File: src/sv/nearest_rating_pair_matcher_unit_assert.svh
// Assertion macros for the rating pair matcher.
// Each macro expects signals named clk and rst_n in the scope where it is used.
`ifndef NEAREST_RATING_PAIR_MATCHER_UNIT_ASSERT_SVH
`define NEAREST_RATING_PAIR_MATCHER_UNIT_ASSERT_SVH
`ifndef SYNTH
`define NRPM_ASSERT_IMP(name, ante, cons) \
  name: assert property (@(posedge clk) disable iff (!rst_n) (ante) |-> (cons)) \
    else $error("nrpm: same-cycle check failed");
`define NRPM_ASSERT_NXT(name, ante, cons) \
  name: assert property (@(posedge clk) disable iff (!rst_n) (ante) |=> (cons)) \
    else $error("nrpm: next-cycle check failed");
`else
`define NRPM_ASSERT_IMP(name, ante, cons)
`define NRPM_ASSERT_NXT(name, ante, cons)
`endif
`endif

File: src/sv/nrpm_pkg.sv
`timescale 1ns / 1ps
`default_nettype none

package nrpm_pkg;

  localparam int unsigned PID_W    = 16;
  localparam int unsigned RATING_W = 16;
  localparam int unsigned GAME_W   = 8;
  localparam int unsigned THR_W    = 16;
  localparam int unsigned CFG_IDX_W = 1;

  localparam logic [THR_W-1:0] THR_RESET = 16'd100;

  // Configuration register indexes
  localparam logic [CFG_IDX_W-1:0] CFG_LOWER_THR = 1'b0;
  localparam logic [CFG_IDX_W-1:0] CFG_UPPER_THR = 1'b1;

  // Operation codes carried on the input side
  localparam logic FUNC_REQUEST  = 1'b0;
  localparam logic FUNC_WITHDRAW = 1'b1;

  typedef enum logic [2:0] {
    ST_QUEUED    = 3'd0,
    ST_MATCHED   = 3'd1,
    ST_WITHDRAWN = 3'd2,
    ST_ALREADY   = 3'd3,
    ST_ABSENT    = 3'd4,
    ST_FULL      = 3'd5
  } status_t;

  // One word of the waiting table
  typedef struct packed {
    logic                valid;
    logic [PID_W-1:0]    player;
    logic [RATING_W-1:0] rating;
    logic [GAME_W-1:0]   game;
  } entry_t;

endpackage

`default_nettype wire

File: src/sv/nrpm_table.sv
`timescale 1ns / 1ps
`default_nettype none

// Single-port-write, single-port-read table memory with a registered read.
module nrpm_table
  import nrpm_pkg::*;
#(
  parameter int unsigned DEPTH = 64,
  parameter int unsigned AW    = 6
) (
  input  wire logic          clk,
  input  wire logic          wr_en,
  input  wire logic [AW-1:0] wr_addr,
  input  wire entry_t        wr_data,
  input  wire logic [AW-1:0] rd_addr,
  output entry_t             rd_data
);

  entry_t mem [DEPTH];
  entry_t rd_data_r;

  always_ff @(posedge clk) begin
    if (wr_en) begin
      mem[wr_addr] <= wr_data;
    end
    rd_data_r <= mem[rd_addr];
  end

  assign rd_data = rd_data_r;

endmodule

`default_nettype wire

File: src/sv/nearest_rating_pair_matcher_unit.sv
`timescale 1ns / 1ps
`default_nettype none
// Each item passes through the states idle, one sweep of the table through its
// single read port, drain and decision; a new item is taken only back in idle.
// A stalled result holds the block in its decision step until it is taken.
// Reset (rst_n, synchronous, active low) starts a clearing pass over the
// table; no item is taken until it ends, configuration writes are taken in every state.
`include "nearest_rating_pair_matcher_unit_assert.svh"

module nearest_rating_pair_matcher_unit
  import nrpm_pkg::*;
#(
  parameter int unsigned TABLE_DEPTH = 64
) (
  input  wire logic                 clk,
  input  wire logic                 rst_n,
  // input channel
  input  wire logic                 in_tvalid,
  output logic                      in_tready,
  input  wire logic [39:0]          in_tdata,   // player_id[15:0], rating[31:16], game_id[39:32]
  input  wire logic [0:0]           in_tuser,   // func[0]
  // result channel
  output logic                      out_tvalid,
  input  wire logic                 out_tready,
  output logic [15:0]               out_tdata,  // partner_id[15:0]
  output logic [2:0]                out_tuser,  // status[2:0]
  // configuration
  input  wire logic                 cfg_we,
  input  wire logic [CFG_IDX_W-1:0] cfg_index,
  input  wire logic [THR_W-1:0]     cfg_data
);

  localparam int unsigned AW = (TABLE_DEPTH > 1) ? $clog2(TABLE_DEPTH) : 1;
  localparam logic [AW-1:0] LAST_IDX = AW'(TABLE_DEPTH - 1);

  // The sequencer walks through the states below once per item. After reset it
  // first sweeps the table, writing every word as invalid.
  typedef enum logic [4:0] {
    S_CLEAR  = 5'b00001,
    S_IDLE   = 5'b00010,
    S_SCAN   = 5'b00100,
    S_DRAIN  = 5'b01000,
    S_DECIDE = 5'b10000
  } state_t;

  state_t state_r, state_nxt;
  logic [AW-1:0] addr_r, addr_nxt;

  // Read pipeline: the memory returns the word in the cycle after its address.
  logic          rd_vld_r, rd_vld_nxt;
  logic [AW-1:0] rd_idx_r, rd_idx_nxt;
  entry_t        rd_data;

  // Latched request
  logic                req_func_r, req_func_nxt;
  logic [PID_W-1:0]    req_pid_r, req_pid_nxt;
  logic [RATING_W-1:0] req_rating_r, req_rating_nxt;
  logic [GAME_W-1:0]   req_game_r, req_game_nxt;

  // Candidates gathered during the sweep
  logic                dup_found_r, dup_found_nxt;
  logic [AW-1:0]       dup_idx_r, dup_idx_nxt;
  logic                free_found_r, free_found_nxt;
  logic [AW-1:0]       free_idx_r, free_idx_nxt;
  logic                eq_found_r, eq_found_nxt;
  logic [AW-1:0]       eq_idx_r, eq_idx_nxt;
  logic [PID_W-1:0]    eq_player_r, eq_player_nxt;
  logic                lo_found_r, lo_found_nxt;
  logic [AW-1:0]       lo_idx_r, lo_idx_nxt;
  logic [RATING_W-1:0] lo_rating_r, lo_rating_nxt;
  logic [PID_W-1:0]    lo_player_r, lo_player_nxt;
  logic                hi_found_r, hi_found_nxt;
  logic [AW-1:0]       hi_idx_r, hi_idx_nxt;
  logic [RATING_W-1:0] hi_rating_r, hi_rating_nxt;
  logic [PID_W-1:0]    hi_player_r, hi_player_nxt;

  // Thresholds
  logic [THR_W-1:0] lo_thr_r, lo_thr_nxt;
  logic [THR_W-1:0] hi_thr_r, hi_thr_nxt;

  // Output register
  logic             out_valid_r, out_valid_nxt;
  status_t          out_status_r, out_status_nxt;
  logic [PID_W-1:0] out_partner_r, out_partner_nxt;

  // Memory write port
  logic          mem_we;
  logic [AW-1:0] mem_waddr;
  entry_t        mem_wdata;

  logic in_fire;
  logic dec_fire;

  // Sweep comparisons
  logic same_game;
  logic dup_hit, free_hit, eq_hit, lo_hit, hi_hit;

  // Decision
  logic [RATING_W-1:0] lo_gap, hi_gap;
  logic                lo_ok, hi_ok;
  logic                dec_we;
  logic [AW-1:0]       dec_addr;
  entry_t              dec_data;
  status_t             dec_status;
  logic [PID_W-1:0]    dec_partner;

  nrpm_table #(
    .DEPTH (TABLE_DEPTH),
    .AW    (AW)
  ) u_table (
    .clk     (clk),
    .wr_en   (mem_we),
    .wr_addr (mem_waddr),
    .wr_data (mem_wdata),
    .rd_addr (addr_r),
    .rd_data (rd_data)
  );

  assign in_tready  = (state_r == S_IDLE);
  assign in_fire    = in_tvalid && in_tready;
  assign dec_fire   = (state_r == S_DECIDE) && (!out_valid_r || out_tready);

  assign out_tvalid = out_valid_r;
  assign out_tdata  = out_partner_r;
  assign out_tuser  = out_status_r;

  // Each swept word is compared against the latched request. The table is
  // swept from index 0 upwards, so the first hit on a tie is the lowest slot,
  // and only a strictly better candidate replaces an earlier one. Among
  // equal ratings the lowest player id wins; below the request the highest
  // rating and then the highest player id win, above it the lowest of both.
  always_comb begin
    same_game = rd_vld_r && rd_data.valid && (rd_data.game == req_game_r);
    dup_hit   = rd_vld_r && rd_data.valid && (rd_data.player == req_pid_r) && !dup_found_r;
    free_hit  = rd_vld_r && !rd_data.valid && !free_found_r;
    eq_hit    = same_game && (rd_data.rating == req_rating_r) &&
                (!eq_found_r || (rd_data.player < eq_player_r));
    lo_hit    = same_game && (rd_data.rating < req_rating_r) &&
                (!lo_found_r || (rd_data.rating > lo_rating_r) ||
                 ((rd_data.rating == lo_rating_r) && (rd_data.player > lo_player_r)));
    hi_hit    = same_game && (rd_data.rating > req_rating_r) &&
                (!hi_found_r || (rd_data.rating < hi_rating_r) ||
                 ((rd_data.rating == hi_rating_r) && (rd_data.player < hi_player_r)));
  end

  // The final choice. Gaps cannot wrap, because the lower candidate lies
  // strictly below the request and the upper one strictly above it.
  always_comb begin
    lo_gap      = req_rating_r - lo_rating_r;
    hi_gap      = hi_rating_r - req_rating_r;
    lo_ok       = lo_found_r && (lo_gap <= lo_thr_r);
    hi_ok       = hi_found_r && (hi_gap <= hi_thr_r);
    dec_we      = 1'b0;
    dec_addr    = dup_idx_r;
    dec_data    = '0;
    dec_status  = ST_ABSENT;
    dec_partner = '0;
    if (req_func_r == FUNC_WITHDRAW) begin
      if (dup_found_r) begin
        dec_we     = 1'b1;
        dec_addr   = dup_idx_r;
        dec_status = ST_WITHDRAWN;
      end else begin
        dec_status = ST_ABSENT;
      end
    end else if (dup_found_r) begin
      dec_status = ST_ALREADY;
    end else if (eq_found_r) begin
      dec_we      = 1'b1;
      dec_addr    = eq_idx_r;
      dec_status  = ST_MATCHED;
      dec_partner = eq_player_r;
    end else if (hi_ok && (!lo_ok || (hi_gap < lo_gap))) begin
      dec_we      = 1'b1;
      dec_addr    = hi_idx_r;
      dec_status  = ST_MATCHED;
      dec_partner = hi_player_r;
    end else if (lo_ok) begin
      dec_we      = 1'b1;
      dec_addr    = lo_idx_r;
      dec_status  = ST_MATCHED;
      dec_partner = lo_player_r;
    end else if (free_found_r) begin
      dec_we          = 1'b1;
      dec_addr        = free_idx_r;
      dec_data.valid  = 1'b1;
      dec_data.player = req_pid_r;
      dec_data.rating = req_rating_r;
      dec_data.game   = req_game_r;
      dec_status      = ST_QUEUED;
    end else begin
      dec_status = ST_FULL;
    end
  end

  // Memory writes come from the clearing pass or from the decision. The
  // sweep never writes, so no read that the sweep uses overlaps a write.
  always_comb begin
    mem_we    = 1'b0;
    mem_waddr = addr_r;
    mem_wdata = '0;
    if (state_r == S_CLEAR) begin
      mem_we = 1'b1;
    end else if (dec_fire) begin
      mem_we    = dec_we;
      mem_waddr = dec_addr;
      mem_wdata = dec_data;
    end
  end

  // Sequencer
  always_comb begin
    state_nxt  = state_r;
    addr_nxt   = addr_r;
    rd_vld_nxt = 1'b0;
    rd_idx_nxt = addr_r;
    case (state_r)
      S_CLEAR: begin
        addr_nxt = addr_r + AW'(1);
        if (addr_r == LAST_IDX) begin
          addr_nxt  = '0;
          state_nxt = S_IDLE;
        end
      end
      S_IDLE: begin
        addr_nxt = '0;
        if (in_fire) begin
          state_nxt = S_SCAN;
        end
      end
      S_SCAN: begin
        rd_vld_nxt = 1'b1;
        addr_nxt   = addr_r + AW'(1);
        if (addr_r == LAST_IDX) begin
          addr_nxt  = '0;
          state_nxt = S_DRAIN;
        end
      end
      S_DRAIN: begin
        state_nxt = S_DECIDE;
      end
      S_DECIDE: begin
        if (dec_fire) begin
          state_nxt = S_IDLE;
        end
      end
      default: begin
        state_nxt = S_CLEAR;
        addr_nxt  = '0;
      end
    endcase
  end

  // Request latch and candidate tracking
  always_comb begin
    req_func_nxt   = req_func_r;
    req_pid_nxt    = req_pid_r;
    req_rating_nxt = req_rating_r;
    req_game_nxt   = req_game_r;
    if (in_fire) begin
      req_func_nxt   = in_tuser[0];
      req_pid_nxt    = in_tdata[15:0];
      req_rating_nxt = in_tdata[31:16];
      req_game_nxt   = in_tdata[39:32];
    end

    dup_found_nxt  = in_fire ? 1'b0 : (dup_found_r || dup_hit);
    free_found_nxt = in_fire ? 1'b0 : (free_found_r || free_hit);
    eq_found_nxt   = in_fire ? 1'b0 : (eq_found_r || eq_hit);
    lo_found_nxt   = in_fire ? 1'b0 : (lo_found_r || lo_hit);
    hi_found_nxt   = in_fire ? 1'b0 : (hi_found_r || hi_hit);

    dup_idx_nxt   = dup_hit ? rd_idx_r : dup_idx_r;
    free_idx_nxt  = free_hit ? rd_idx_r : free_idx_r;
    eq_idx_nxt    = eq_hit ? rd_idx_r : eq_idx_r;
    eq_player_nxt = eq_hit ? rd_data.player : eq_player_r;
    lo_idx_nxt    = lo_hit ? rd_idx_r : lo_idx_r;
    lo_rating_nxt = lo_hit ? rd_data.rating : lo_rating_r;
    lo_player_nxt = lo_hit ? rd_data.player : lo_player_r;
    hi_idx_nxt    = hi_hit ? rd_idx_r : hi_idx_r;
    hi_rating_nxt = hi_hit ? rd_data.rating : hi_rating_r;
    hi_player_nxt = hi_hit ? rd_data.player : hi_player_r;
  end

  // Thresholds and output register
  always_comb begin
    lo_thr_nxt = lo_thr_r;
    hi_thr_nxt = hi_thr_r;
    if (cfg_we) begin
      case (cfg_index)
        CFG_LOWER_THR: lo_thr_nxt = cfg_data;
        CFG_UPPER_THR: hi_thr_nxt = cfg_data;
        default: begin
        end
      endcase
    end

    out_valid_nxt   = out_valid_r && !out_tready;
    out_status_nxt  = out_status_r;
    out_partner_nxt = out_partner_r;
    if (dec_fire) begin
      out_valid_nxt   = 1'b1;
      out_status_nxt  = dec_status;
      out_partner_nxt = dec_partner;
    end
  end

  always_ff @(posedge clk) begin
    if (!rst_n) begin
      state_r      <= S_CLEAR;
      addr_r       <= '0;
      rd_vld_r     <= 1'b0;
      dup_found_r  <= 1'b0;
      free_found_r <= 1'b0;
      eq_found_r   <= 1'b0;
      lo_found_r   <= 1'b0;
      hi_found_r   <= 1'b0;
      lo_thr_r     <= THR_RESET;
      hi_thr_r     <= THR_RESET;
      out_valid_r  <= 1'b0;
    end else begin
      state_r      <= state_nxt;
      addr_r       <= addr_nxt;
      rd_vld_r     <= rd_vld_nxt;
      dup_found_r  <= dup_found_nxt;
      free_found_r <= free_found_nxt;
      eq_found_r   <= eq_found_nxt;
      lo_found_r   <= lo_found_nxt;
      hi_found_r   <= hi_found_nxt;
      lo_thr_r     <= lo_thr_nxt;
      hi_thr_r     <= hi_thr_nxt;
      out_valid_r  <= out_valid_nxt;
    end
  end

  always_ff @(posedge clk) begin
    rd_idx_r      <= rd_idx_nxt;
    req_func_r    <= req_func_nxt;
    req_pid_r     <= req_pid_nxt;
    req_rating_r  <= req_rating_nxt;
    req_game_r    <= req_game_nxt;
    dup_idx_r     <= dup_idx_nxt;
    free_idx_r    <= free_idx_nxt;
    eq_idx_r      <= eq_idx_nxt;
    eq_player_r   <= eq_player_nxt;
    lo_idx_r      <= lo_idx_nxt;
    lo_rating_r   <= lo_rating_nxt;
    lo_player_r   <= lo_player_nxt;
    hi_idx_r      <= hi_idx_nxt;
    hi_rating_r   <= hi_rating_nxt;
    hi_player_r   <= hi_player_nxt;
    out_status_r  <= out_status_nxt;
    out_partner_r <= out_partner_nxt;
  end

  // A result is only ever loaded from the decision step.
  `NRPM_ASSERT_IMP(a_result_from_decide, $rose(out_valid_r), $past(state_r == S_DECIDE))
  // The table is never written while it is being swept.
  `NRPM_ASSERT_IMP(a_no_write_in_sweep, (state_r == S_SCAN) || (state_r == S_DRAIN), !mem_we)
  // Read data is only marked valid for addresses issued by the sweep.
  `NRPM_ASSERT_IMP(a_read_from_sweep, rd_vld_r, $past(state_r == S_SCAN))
  // An accepted item always starts a sweep.
  `NRPM_ASSERT_NXT(a_accept_starts_sweep, in_fire, state_r == S_SCAN)

endmodule

`default_nettype wire

File: config.mk
export PLATFORM = sky130hd
export DESIGN_NAME = nearest_rating_pair_matcher_unit
export DESIGN_NICKNAME = d
export VERILOG_FILES = /design/src/sv/nrpm_pkg.sv /design/src/sv/nrpm_table.sv /design/src/sv/nearest_rating_pair_matcher_unit.sv
export VERILOG_INCLUDE_DIRS = /design/src /design/src/sv
export SDC_FILE = /design/constraint.sdc
export NUM_CORES = 2
export LEC_CHECK = 0
export ABC_AREA = 1
export BUFFER_PORTS_ARGS = -buffer_cell sky130_fd_sc_hd__buf_2
export CAP_MARGIN = 30
export CORE_MARGIN = 5
export CORE_UTILIZATION = 35
export DETAILED_ROUTE_END_ITERATION = 7
export PLACE_DENSITY = 0.46
export SETUP_SLACK_MARGIN = 0.15
export SLEW_MARGIN = 20
export SYNTH_ARGS = -nofsm -noshare
export SYNTH_HDL_FRONTEND = slang
export SYNTH_SLANG_ARGS = --single-unit
export TNS_END_PERCENT = 5
File: constraint.sdc
create_clock -name clk -period 7.25 [get_ports clk]
set_clock_uncertainty 0.15 [all_clocks]
set_input_delay 1.45 -clock clk [delete_from_list [all_inputs] [get_ports clk]]
set_output_delay 1.45 -clock clk [all_outputs]
set_load 0.1 [all_outputs]
==> metrics.md <==
| Metric | Value |
|---|---|
| Layout cells sized above 1 | `10.4%` |
| Tightest Hold Check Type | `flop to flop` |
| Syn-to-layout area delta | `15.7%` |
| Seq pwr share | `41.5%` |
| Met1 Routed Length | `between 150000 and 200000 microns` |
| I/O Pins | `84` |
| Minimum clock period | `6620 ps` |
| Number of global-route vias before repair | `roughly 71000` |
| Synth warnings | `0` |
| Synthesized flop and latch total | `2891` |
| CTS clk-pin slew, worst paths | `approximately 60 ps` |
| Max incr delay on CP | `450 ps` |
| Iteration-0 DRC count of the detailed router | `7320` |
| Die area | `342000 sq um` |
| Cells after Synth | `8769` |
| Routed wl met3 | `23900 microns` |
| Sw Share | `33.4%` |
| Antenna-violating nets left | `0` |
| Fmax achieved | `~150 MHz` |
| WP data required | `7620 ps` |
| Starting Density | `between 30% and 40%` |
| Crit Path Max Fanout | `22` |
| Netlist cell types | `54` |
| Die height | `~580 microns` |
| Unrepaired setup endpoints after global routing | `false` |
| Mapped Area | `roughly 120000 sq um` |
| CTS tree | `built` |
| P per Cell Area | `344 nW/um^2` |
| DR WL/cell | `between 20 and 30 microns` |
| Max Cap Viol | `0` |
| Worst path most repeated cell | `nand2_1` |
| DRT Pass-1 Iters | `5` |
| GRT Total Usage | `20.8%` |
| Psw | `15300 uW` |
| Setup crit end kind | `flop` |
| P_int | `30600 uW` |
| Routed vias | `74600` |
| First-pass GRT wire length | `about 530000 microns` |
| Clk network pwr share | `34.8%` |
| Die width | `584 microns` |
| Worst Tran Pin Value | `1090 ps` |
| Post-synthesis sequential area ratio | `74.3%` |
| Slowest CP cell | `nand2_2` |
| Combinational power share | `23.6%` |
| P_leak | `0.0427 uW` |
| Post-route setup TNS | `0 ps` |
| H-tree levels | `5` |
| Fin crit share | `91.3%` |
| Final Net Count | `a little over 9000` |
| Routed wl met2 | `168000 microns` |
| Hold Path Stages | `2` |
| Final Hold Vio Count | `0` |
| Status | `finished, final reports clean` |
| Rows | `211` |
| Clock buffer depth | `4` |
| CP startpoint kind | `flop` |
| Top_reg_cell synth | `edfxtp_1` |
| Util after Layout | `40.6%` |
| CTS root buffer | `clkbuf_16` |
| DRT Wirelength | `368000 microns` |
| Mapped Nets | `9004` |
| Filler cells | `around 31000` |
| Initial antenna violation count | `25` |
| Peak supply drop | `around 0.24 mV` |
| CP arrival | `roughly 7000 ps` |
| # DRC | `0` |
| Num Clock Sinks | `2891` |
| Via density | `between 5 and 6` |
| Number of synthesized flops with an enable pin | `2794` |
| Top Layer Used | `met5` |
| # setup viols final | `0` |
| Ys async rst share | `0%` |
| Reg2reg path depth | `29` |
| Largest net degree at the start of global routing | `174` |
| Mapped Avg Cell Area | `13.2 sq um` |
| RD Place Congestion | `0.845` |
| Grt ovf | `0` |
| Slew Limit Fails | `0` |
| Crit Path Class | `flop to flop` |
| CTS Buf Count | `324` |
| PortBufs | `83` |
| Clock Latency Late Sink | `920 ps` |
| Core area | `329000 sq um` |
| CTS Hold Bufs | `0` |
| Slew HR | `27.2%` |
| Placed wire-length estimate | `216000 microns` |
## layer usage
layer	vias to the layer above	global-route usage [%]
met1	38600	30.6
met5	-	0
met3	415	3.21
met2	2490	32.7
met4	2	4.55
li1	33200	-
## flip-flops by register name, summed over array words and instances (netlist names), 8 cells and up
register         flops
out_tdata           16
lo_player_r         16
u_table.mem       2624
hi_player_r         16
hi_rating_r         16
req_pid_r           16
hi_thr_r            16
eq_player_r         16
req_game_r           8
lo_thr_r            16
req_rating_r        16
lo_rating_r         16
u_table.rd_data     41
## layout by cell type (no fill, tap or decap), types with 14 or more instances in the layout
cell          n
a21oi_1     209
a221o_1      22
a31oi_1      63
buf_12      101
buf_2        84
buf_4       163
bufinv_16    21
clkbuf_1     84
clkbuf_16   331
clkinv_1     63
clkinv_2     37
dfxtp_1      92
edfxtp_1   2794
ha_1        170
inv_1       272
nand2_1     465
nand2_2      20
nand3_1     207
nand4_1      66
nor2_1     1385
nor2_4      108
nor3_1       19
o211ai_1     76
o21ai_0    1413
o221ai_1    266
o22ai_1     400
xnor2_1      14
xor2_1       22
## logic make-up after synthesis
logic type                 after synthesis  synth area share (%)
AOI/OAI and AO/OA                     2518                  12.7
xor gates and xnor gates                36                 0.273
buffers and inverters                  856                  2.80
adders and majority gates              172                  1.88
DFF                                   2891                  74.3
and+or+nand+nor                       2296                  8.00
## through the flow
step | worst slack, ps | std cells | power [uW] | hold slack [ps] | area, sq um
after floorplan | 823 | 8769 | 25900 | 179 | 116000
after global placement | 460 | 12900 | 30200 | 312 | 123000
after detailed placement | 521 | 12900 | 30300 | 313 | 123000
after CTS | 440 | 13500 | 46300 | 321 | 134000
after global routing | 187 | 13500 | 47900 | 344 | 134000
final | 627 | 13500 | 45900 | 315 | 134000
## final cells by class
cell class	count	area, sq um	area share [%]
well taps	4366	5460	4.09
repair buffers	348	3670	2.74
flip-flops and latches	2891	85900	64.3
multi-input cells	5022	27300	20.4
clock buffers	422	8690	6.51
clock inverters	153	1500	1.12
inverters	283	1100	0.822
diodes	9	22.5	0.0169
## final timing paths
kind                              from                       endpoint  slack [ps]
min reg2reg   lo_thr_r[9]$_SDFFE_PN0P_       lo_thr_r[9]$_SDFFE_PN0P_         320
min           lo_thr_r[9]$_SDFFE_PN0P_       lo_thr_r[9]$_SDFFE_PN0P_         320
max reg2reg  req_rating_r[2]$_DFFE_PP_  u_table.mem[62][22]$_DFFE_PP_         630
max          req_rating_r[2]$_DFFE_PP_  u_table.mem[62][22]$_DFFE_PP_         630
## synthesized netlist by cell type, types with 3 or more instances
library cell,n,area share (%)
o21a_1,3,0.019
o2111ai_1,4,0.030
nor2_2,3,0.016
buf_1,19,0.062
dfxtp_1,97,1.7
nand3_1,208,0.90
a32o_1,9,0.078
a211oi_1,8,0.052
inv_1,275,0.89
nor4_1,4,0.022
nand2_2,19,0.10
o21ai_0,1413,6.1
edfxtp_1,2794,73
xnor2_1,14,0.11
or2_2,4,0.022
a21oi_1,210,0.91
buf_2,8,0.035
a21o_1,4,0.026
o21bai_1,12,0.078
nand2_1,466,1.5
inv_2,4,0.013
o31ai_1,3,0.019
nor2_1,1493,4.9
a221oi_1,6,0.045
nand4_1,66,0.36
clkbuf_1,544,1.8
xor2_1,22,0.17
clkinv_1,4,0.013
nand3_2,7,0.061
o22ai_1,400,2.2
a31oi_1,65,0.35
ha_1,170,1.8
nor3_1,19,0.082
a221o_1,22,0.19
o221ai_1,266,2.0
o211ai_1,76,0.49
o311a_1,5,0.043
## power groups by stage
stage	Sequential, uW	Combinational, uW	Clock [uW]
after detailed placement	19400	10800	0
final	19100	10900	16000
after global placement	19400	10800	0
after floorplan	19200	6660	0
after global routing	19100	11800	17000
after CTS	19100	10900	16400
## repair_timing
| action | in CTS | in global routing |
|---|---|---|
| resized for setup | 0 | 1 |
| buffers inserted | 0 | 3 |
| endpoints found under the setup margin | 0 | 396 |
## critical path, delay by kind of cell, from the launching register on
family	cells	cell delay, ps
AO/OA/AOI/OAI	12	2640
XOR/XNOR	1	160
adder cells (fa/ha/maj)	2	600
buffers and inverters	4	740
flip-flops	1	410
AND/OR/NAND/NOR	10	1470
Note: power is estimated with default switching activity, not from simulation.
